### config.mk
export PLATFORM = sky130hd
export DESIGN_NAME = sorted_double_ended_priority_queue
export DESIGN_NICKNAME = d
export VERILOG_FILES = /design/src/hw/rtl/sdepq_pkg.sv /design/src/hw/rtl/sdepq_cell.sv /design/src/hw/rtl/sorted_double_ended_priority_queue.sv
export VERILOG_INCLUDE_DIRS = /design/src /design/src/hw/rtl
export SDC_FILE = /design/constraint.sdc
export NUM_CORES = 2
export LEC_CHECK = 0
export BUFFER_PORTS_ARGS = -buffer_cell sky130_fd_sc_hd__buf_2
export CAP_MARGIN = 20
export CORE_MARGIN = 4
export CORE_UTILIZATION = 45
export CTS_CLUSTER_SIZE = 24
export DETAILED_ROUTE_END_ITERATION = 6
export REMOVE_ABC_BUFFERS = 1
export SLEW_MARGIN = 20
export SYNTH_ARGS = -nofsm -noshare
export SYNTH_HDL_FRONTEND = slang
export SYNTH_SLANG_ARGS = --single-unit
### constraint.sdc
create_clock -name clk_i -period 8.4 [get_ports clk_i]
set_input_delay 0.42 -clock clk_i [delete_from_list [all_inputs] [get_ports clk_i]]
set_output_delay 0.42 -clock clk_i [all_outputs]
set_load 0.03 [all_outputs]
### src/hw/rtl/sorted_double_ended_priority_queue_defines.svh
// assertion macros for the sorted double-ended priority queue
`ifndef SORTED_DOUBLE_ENDED_PRIORITY_QUEUE_DEFINES_SVH
`define SORTED_DOUBLE_ENDED_PRIORITY_QUEUE_DEFINES_SVH

// property that holds at every clock edge out of reset
`define SDEPQ_ASSERT_ALWAYS(name, expr, msg) \
  name: assert property (@(posedge clk_i) disable iff (!rst_ni) (expr)) else $error(msg);

// same-cycle implication
`define SDEPQ_ASSERT_IMPL(name, ante, cons, msg) \
  name: assert property (@(posedge clk_i) disable iff (!rst_ni) (ante) |-> (cons)) \
    else $error(msg);

// next-cycle implication
`define SDEPQ_ASSERT_NEXT(name, ante, cons, msg) \
  name: assert property (@(posedge clk_i) disable iff (!rst_ni) (ante) |=> (cons)) \
    else $error(msg);

`endif

### src/hw/rtl/sdepq_pkg.sv
// types and constants shared by the priority queue modules
package sdepq_pkg;

  localparam int unsigned FIELD_W     = 16;
  localparam int unsigned OP_W        = 2;
  localparam int unsigned COUNT_OUT_W = 5;
  localparam int unsigned IN_DATA_W   = 3 * FIELD_W;
  localparam int unsigned OUT_DATA_W  = 104;

  typedef enum logic [OP_W-1:0] {
    OP_PUSH       = 2'd0,
    OP_POP_TOP    = 2'd1,
    OP_POP_BOTTOM = 2'd2,
    OP_READ       = 2'd3
  } op_e;

  // health in the lowest bits
  typedef struct packed {
    logic signed [FIELD_W-1:0] speed;
    logic signed [FIELD_W-1:0] attack;
    logic signed [FIELD_W-1:0] health;
  } entry_t;

  typedef struct packed {
    logic push;
    logic pop_top;
  } cell_ctrl_t;

endpackage

### src/hw/rtl/sdepq_cell.sv
// one storage cell of the sorted queue chain
module sdepq_cell (
  input  logic                  clk_i,
  input  sdepq_pkg::cell_ctrl_t ctrl_i,
  input  sdepq_pkg::entry_t     new_i,
  input  sdepq_pkg::entry_t     prev_i,
  input  logic                  prev_ins_i,
  input  sdepq_pkg::entry_t     next_i,
  input  logic                  occupied_i,
  input  logic                  is_top_i,
  output sdepq_pkg::entry_t     entry_o,
  output logic                  ins_o
);
  import sdepq_pkg::*;

  entry_t entry_q, entry_d;

  // new entry lands at or above this cell
  assign ins_o = !occupied_i
              || (entry_q.speed < new_i.speed)
              || (!is_top_i && (entry_q.speed == new_i.speed));

  always_comb begin
    entry_d = entry_q;
    if (ctrl_i.push && ins_o) begin
      entry_d = prev_ins_i ? prev_i : new_i;
    end else if (ctrl_i.pop_top) begin
      entry_d = next_i;
    end
  end

  always_ff @(posedge clk_i) begin
    entry_q <= entry_d;
  end

  assign entry_o = entry_q;

endmodule

### src/hw/rtl/sorted_double_ended_priority_queue.sv
// top level of the sorted double-ended priority queue
//
// Holds up to CAPACITY entries (health, attack, speed) ordered by descending
// speed in a chain of cells; on a push or pop-top all moving cells take a
// neighbor's entry in the same cycle, and a pop-bottom only lowers the count.
// Input beats carry the command in s_axis_tuser and the entry in s_axis_tdata.
// Each accepted beat yields exactly one output beat with both end entries
// (zero when empty), the entry count, an empty flag and a rejected flag
// (push on full or pop on empty, which leave the queue unchanged).
// An input beat passes through the cell update, then the output register;
// one beat per cycle is sustained while the receiver keeps m_axis_tready
// high; the limit is the single result stage between the cells and the
// output register.
// When the receiver stalls, one result waits in the output register and one
// more is held pending; s_axis_tready then drops until the output frees.
// Reset empties the queue and drops any pending result; stored entries are
// not cleared and are never shown until written again.
`include "sorted_double_ended_priority_queue_defines.svh"

module sorted_double_ended_priority_queue #(
  parameter int unsigned CAPACITY = 16
) (
  input  logic                                clk_i,
  input  logic                                rst_ni,
  input  logic                                s_axis_tvalid,
  output logic                                s_axis_tready,
  // entry_health, entry_attack, entry_speed
  input  logic [sdepq_pkg::IN_DATA_W-1:0]     s_axis_tdata,
  // operation
  input  logic [sdepq_pkg::OP_W-1:0]          s_axis_tuser,
  output logic                                m_axis_tvalid,
  input  logic                                m_axis_tready,
  // top_health, top_attack, top_speed, bottom_health, bottom_attack,
  // bottom_speed, entry_count, is_empty, rejected, zero pad
  output logic [sdepq_pkg::OUT_DATA_W-1:0]    m_axis_tdata
);
  import sdepq_pkg::*;

  localparam int unsigned CntW = $clog2(CAPACITY + 1);
  localparam int unsigned IdxW = $clog2(CAPACITY);

  logic [CntW-1:0] count_q, count_d;
  op_e             op;
  entry_t          new_entry;
  logic            in_acc, full, empty, rej_now;
  cell_ctrl_t      ctrl;
  entry_t          cell_e [CAPACITY];
  logic            cell_ins [CAPACITY];

  logic            res_pend_q, res_pend_d;
  logic            rej_q;
  logic            out_valid_q, out_valid_d;
  logic            load_out;

  entry_t              res_top, res_bot;
  logic [IdxW-1:0]     bot_idx;
  logic [CntW+4:0]     cnt_wide;
  logic [COUNT_OUT_W-1:0] res_count;

  entry_t              top_q, bot_q;
  logic [COUNT_OUT_W-1:0] count_out_q;
  logic                empty_out_q, rej_out_q;

  assign op        = op_e'(s_axis_tuser);
  assign new_entry = entry_t'(s_axis_tdata);
  assign full      = (count_q == CntW'(CAPACITY));
  assign empty     = (count_q == '0);
  assign in_acc    = s_axis_tvalid && s_axis_tready;

  always_comb begin
    rej_now      = 1'b0;
    ctrl.push    = 1'b0;
    ctrl.pop_top = 1'b0;
    count_d      = count_q;
    case (op)
      OP_PUSH: begin
        rej_now = full;
        if (in_acc && !full) begin
          ctrl.push = 1'b1;
          count_d   = count_q + 1'b1;
        end
      end
      OP_POP_TOP: begin
        rej_now = empty;
        if (in_acc && !empty) begin
          ctrl.pop_top = 1'b1;
          count_d      = count_q - 1'b1;
        end
      end
      OP_POP_BOTTOM: begin
        rej_now = empty;
        if (in_acc && !empty) begin
          count_d = count_q - 1'b1;
        end
      end
      default: begin
        rej_now = 1'b0;
      end
    endcase
  end

  for (genvar i = 0; i < CAPACITY; i++) begin : g_cell
    entry_t prev_e, next_e;
    logic   prev_ins;

    if (i == 0) begin : g_first
      assign prev_e   = new_entry;
      assign prev_ins = 1'b0;
    end else begin : g_rest
      assign prev_e   = cell_e[i-1];
      assign prev_ins = cell_ins[i-1];
    end

    if (i == CAPACITY - 1) begin : g_last
      assign next_e = cell_e[i];
    end else begin : g_inner
      assign next_e = cell_e[i+1];
    end

    sdepq_cell u_cell (
      .clk_i      (clk_i),
      .ctrl_i     (ctrl),
      .new_i      (new_entry),
      .prev_i     (prev_e),
      .prev_ins_i (prev_ins),
      .next_i     (next_e),
      .occupied_i (count_q > CntW'(i)),
      .is_top_i   (i == 0),
      .entry_o    (cell_e[i]),
      .ins_o      (cell_ins[i])
    );
  end

  // result from the state left by the pending beat
  assign bot_idx   = IdxW'(count_q - 1'b1);
  assign res_top   = empty ? '0 : cell_e[0];
  assign res_bot   = empty ? '0 : cell_e[bot_idx];
  assign cnt_wide  = (CntW + 5)'(count_q);
  assign res_count = cnt_wide[COUNT_OUT_W-1:0];

  assign load_out      = res_pend_q && (!out_valid_q || m_axis_tready);
  assign s_axis_tready = !res_pend_q || load_out;

  always_comb begin
    res_pend_d = res_pend_q;
    if (in_acc) begin
      res_pend_d = 1'b1;
    end else if (load_out) begin
      res_pend_d = 1'b0;
    end
    out_valid_d = out_valid_q;
    if (load_out) begin
      out_valid_d = 1'b1;
    end else if (m_axis_tready) begin
      out_valid_d = 1'b0;
    end
  end

  always_ff @(posedge clk_i or negedge rst_ni) begin
    if (!rst_ni) begin
      count_q     <= '0;
      res_pend_q  <= 1'b0;
      out_valid_q <= 1'b0;
    end else begin
      count_q     <= count_d;
      res_pend_q  <= res_pend_d;
      out_valid_q <= out_valid_d;
    end
  end

  always_ff @(posedge clk_i) begin
    if (in_acc) begin
      rej_q <= rej_now;
    end
    if (load_out) begin
      top_q       <= res_top;
      bot_q       <= res_bot;
      count_out_q <= res_count;
      empty_out_q <= empty;
      rej_out_q   <= rej_q;
    end
  end

  assign m_axis_tvalid = out_valid_q;
  assign m_axis_tdata  = {1'b0, rej_out_q, empty_out_q, count_out_q,
                          bot_q.speed, bot_q.attack, bot_q.health,
                          top_q.speed, top_q.attack, top_q.health};

  `SDEPQ_ASSERT_ALWAYS(a_count_bound, count_q <= CntW'(CAPACITY), "count above capacity")
  `SDEPQ_ASSERT_NEXT(a_push_grows, ctrl.push, count_q == CntW'($past(count_q) + 1'b1), "push lost")
  `SDEPQ_ASSERT_IMPL(a_no_overrun, in_acc && res_pend_q, load_out, "pending result overwritten")

endmodule
==> flow_results.org <==
** STA
- Unrepaired setup endpoints after global routing :: false
- After layout, the worst path uses 61.6% of the clock period.
- The number of hold-slack violations in the final timing report was 0.
- Final count of pins violating max slew :: 0
- Static timing analysis puts the maximum clock frequency at a little under 0.2 GHz.
- Adding up every negative setup slack in the final design gives 0 ns.
- In this run the tightest slew margin relative to its limit is 20.0%.
- For the pin with the worst max-slew slack, the measured transition is 1.20 ns.
- Final critical path time including I/O delays and setup :: about 5.2 ns
- Setup-violating endpoint count in the final report :: 0
- Final worst clock skew :: 0.0350 ns

** Job
- Max-cap violations :: 0

** Critical path
- Largest stage delay on the critical path :: 1.00 ns
- The worst setup path is launched from a flop.
- For this design, the slowest cell found on the critical path is sky130_fd_sc_hd__nand2_2.
- Together, buffers and inverters on the worst path number 2.
- Cell family with most CP delay :: simple AND/OR/NAND/NOR gates
- Highest fanout seen on the critical path :: 68
- Worst-path cell chain :: inv_1 -> ha_4 -> nand3_4 -> nand3_2 -> nand2_2 -> buf_4
- Worst Setup End Kind :: flop
- For the worst setup path, the data required time is roughly 8.7 ns.
- Data on the critical path arrives at its endpoint at 5.49 ns.
- Type of the setup path with the least slack :: reg2reg

** Detailed routing
- Number of DRC markers in iteration 0 :: about 5500
- The count of nets left with antenna violations once routing finished came out at 0.
- Via total after detailed routing :: 41300
- Detailed Routing Iterations Pass 1 :: 7
- After detailed routing, the number of remaining DRC violations is 0.
- The routed design has 200000 µm of wire.
- In the routed layout, each cell is associated on average with a via count of 6.58.
- In the final routed layout, each cell accounts on average for 31.8 µm.

** CTS
- Total clock buffers created by CTS :: 102
- Setup Fix Bufs, Post-CTS :: 0
- Clock-pin slew was measured on the worst setup and hold paths at 0.06 ns.
- Clock latency on the worst-skew pair, taken at its later pin, is 0.71 ns.
- TritonCTS built the clock tree.
- Clock tree synthesis selected as its root buffer the cell sky130_fd_sc_hd__clkbuf_16.
- The clock passes through at most 3 buffers.
- The number of gates resized after CTS was 0.
- CTS HTree Levels :: 3
- Num Clock Sinks :: 879

** Place
- Input/output buffers :: 158
- Post-detailed-placement half-perimeter wirelength :: 123000 µm
- In this run, placement finished with an instance count of 6066.
- At the end of routability-driven placement, the weighted congestion stood at ~1.0.
- Post-detailed-placement cell area :: 56700 µm²

** Yosys
- Mean area per synthesized cell :: 11.8 µm²
- After synthesis, the cell types taking the most area are sky130_fd_sc_hd__edfxtp_1 (48%), sky130_fd_sc_hd__mux4_2 (9.9%), sky130_fd_sc_hd__mux2i_1 (8.9%).
- Post-synthesis register bit count :: 879
- FFs w/ async S/R, synth :: 0.796%
- After technology mapping, the gate count stands at between 4000 and 5000.
- After synthesis, flip-flops and latches occupy between 40% and 50% of the total area.
- The synthesized design spends more area on one cell type than any other, namely sky130_fd_sc_hd__edfxtp_1.
- Among all flip-flop cells after synthesis, the most frequent one is sky130_fd_sc_hd__edfxtp_1.
- After synthesis, the netlist uses 68 different library cells.
- Yosys printed 0 warnings.
- Fraction of synthesized cell area taken by the top area cell type :: just under 50%
- Count of flip-flops with a built-in enable after synthesis :: ~870
- Cell area after technology mapping :: ~54000 µm²

** Cells and area
- With fillers left out, the area of the finished cells amounts to 60100 µm².
- After the flow finishes, the layout carries non-filler instances totaling around 6300.
- Final core utilization :: between 50% and 60%
- The final layout contains 4880 nets.
- Counting the fill cells in the layout gives 10600.
- Relative to the synthesized area, the layout overhead comes to 10.5%.
- Share of post-route cells with drive strength above 1 :: roughly a fifth

** Floorplanning
- Die Wd :: 356 µm
- Area inside the core boundary :: between 100000 and 150000 µm²
- Initial Util :: 45.4%
- Vertical die dimension :: 356 µm
- The floorplan step defined a die boundary enclosing 127000 µm².
- Number of placed I/O pins :: 160
- The floorplan has around 130 rows.

** GRT
- Global routing consumed, over all layers together, between 30 and 40% of the routing resources.
- After global routing the overflow that remains totals 0.
- The first global-routing pass estimated 287000 µm of wire.
- Via count of the first global-routing pass :: 40000
- Entering global routing, the biggest net connects 97 pins.
- Number of antenna violations at the first check in global routing :: 13

** Power and ir drop
- Power comes to between 15 and 20 mW.
- The analysis attributes to cell leakage a power of 22.2 nW.
- Power density cells :: 328 nW/µm²
- IR analysis of the VDD net gives a maximum drop of around 270 µV.

** Worst hold path
- The path class of the tightest hold or removal check is in2async.

** Run status
- The run finished with clean final reports.
cell usage after synthesis (19+ instances only):
library cell,n
sky130_fd_sc_hd__ha_1,263
sky130_fd_sc_hd__and2_1,104
sky130_fd_sc_hd__mux4_2,240
sky130_fd_sc_hd__nand3_1,20
sky130_fd_sc_hd__buf_1,34
sky130_fd_sc_hd__nand2_1,357
sky130_fd_sc_hd__a31oi_1,99
sky130_fd_sc_hd__buf_2,105
sky130_fd_sc_hd__a21oi_1,633
sky130_fd_sc_hd__mux2_2,169
sky130_fd_sc_hd__mux2i_1,482
sky130_fd_sc_hd__inv_1,53
sky130_fd_sc_hd__nor2_1,374
sky130_fd_sc_hd__o21ai_0,241
sky130_fd_sc_hd__a2bb2oi_1,49
sky130_fd_sc_hd__a21o_1,21
sky130_fd_sc_hd__nand4_1,46
sky130_fd_sc_hd__edfxtp_1,872
sky130_fd_sc_hd__o211ai_1,19
sky130_fd_sc_hd__nor2b_1,20
sky130_fd_sc_hd__clkbuf_1,234
layer usage:
metal / vias up / GRT usage (%) / part of all wire [%]
li1: 17600 / - / -
met4: 6 / 12.7 / 4.6
met5: - / 0 / 0.021
met2: 2466 / 47.4 / 45
met1: 20700 / 42.8 / 40
met3: 499 / 6.38 / 11
worst paths after layout:
path	startpoint	end	slack, ns	cells past startpoint
max in group asynchronous	rst_ni	count_q[0]	8.09	2
min in group clk_i	s_axis_tuser[1]	rej_q	0.20	3
worst max-delay path	count_q[0]	g_cell[7].u_cell.entry_o[21]	3.22	6
worst min-delay path	rst_ni	res_pend_q	0.13	2
worst min register to register	rej_q	rej_out_q	0.42	0
worst max register to register	count_q[0]	g_cell[7].u_cell.entry_o[21]	3.22	6
timing repair:
action / CTS / global route
hold endpoints to repair: 9 / 0
endpoints found under the setup margin: 0 / 0
hold buffers: 3 / 0
power breakdown:
| group | internal [mW] | switching (mW) |
|---|---|---|
| logic | 3.63 | 5.32 |
| registers | 5.67 | 0.470 |
| clock network | 2.69 | 1.93 |
metrics by stage:
| stage | hold WS (ns) | setup slack, ns |
|---|---|---|
| 3_3_place_gp | 0.263 | 2.63 |
| 2_1_floorplan | 0.124 | -6.20 |
| 6_report | 0.130 | 3.22 |
| 4_1_cts | 0.0614 | 3.26 |
| 3_5_place_dp | 0.266 | 2.55 |
| 5_1_grt | 0.161 | 3.11 |
area by class of cell:
cell class / count / area (µm²) / area share (%)
Antenna cell: 9 / 22.5 / 0.0374
Sequential cell: 879 / 26400 / 43.8
Clock buffer: 121 / 2670 / 4.43
Inverter: 53 / 199 / 0.331
Clock inverter: 65 / 689 / 1.15
Multi-Input combinational cell: 3286 / 26700 / 44.3
Tap cell: 1612 / 2020 / 3.35
Timing Repair Buffer: 241 / 1530 / 2.55
cell families (layout without fill, tap and decap cells):
| family | count (synthesis) | after routing | synth area share [%] |
|---|---|---|---|
| simple gates | 992 | 992 | 8.02 |
| compound gates | 1125 | 1125 | 11.5 |
| fa+ha+maj | 263 | 263 | 6.04 |
| xor+xnor | 5 | 5 | 0.0805 |
| mux | 900 | 900 | 22.5 |
| buf+inv | 442 | 480 | 3.41 |
| other cells | 1 | 10 | 0.00689 |
| flops | 879 | 879 | 48.4 |
layout by cell type (no fill, tap or decap), types with 13 or more instances in the layout:
cell	count
sky130_fd_sc_hd__clkinv_2	22
sky130_fd_sc_hd__inv_1	53
sky130_fd_sc_hd__clkbuf_16	104
sky130_fd_sc_hd__a2bb2oi_1	49
sky130_fd_sc_hd__mux4_2	240
sky130_fd_sc_hd__a31oi_1	98
sky130_fd_sc_hd__buf_2	158
sky130_fd_sc_hd__buf_4	73
sky130_fd_sc_hd__nor4_1	13
sky130_fd_sc_hd__a21o_1	21
sky130_fd_sc_hd__nor2_1	370
sky130_fd_sc_hd__nand3_1	15
sky130_fd_sc_hd__nor3_1	13
sky130_fd_sc_hd__ha_1	262
sky130_fd_sc_hd__nand4_1	46
sky130_fd_sc_hd__clkinv_1	22
sky130_fd_sc_hd__clkbuf_1	17
sky130_fd_sc_hd__nor2b_1	20
sky130_fd_sc_hd__a21oi_1	629
sky130_fd_sc_hd__mux2i_1	480
sky130_fd_sc_hd__o211ai_1	19
sky130_fd_sc_hd__nand2_1	348
sky130_fd_sc_hd__bufinv_16	14
sky130_fd_sc_hd__o21ai_0	238
sky130_fd_sc_hd__mux2_2	167
sky130_fd_sc_hd__and2_1	98
sky130_fd_sc_hd__edfxtp_1	872
sequential cells by signal (all words and copies together) (netlist names):
signal and count:
res_pend_q 1, g_cell.u_cell.entry_o 768, count_out_q 5, m_axis_tvalid 1, rej_out_q 1, empty_out_q 1, count_q 5, rej_q 1
m_axis_tdata 96
Power figures use the tool's default switching activity.
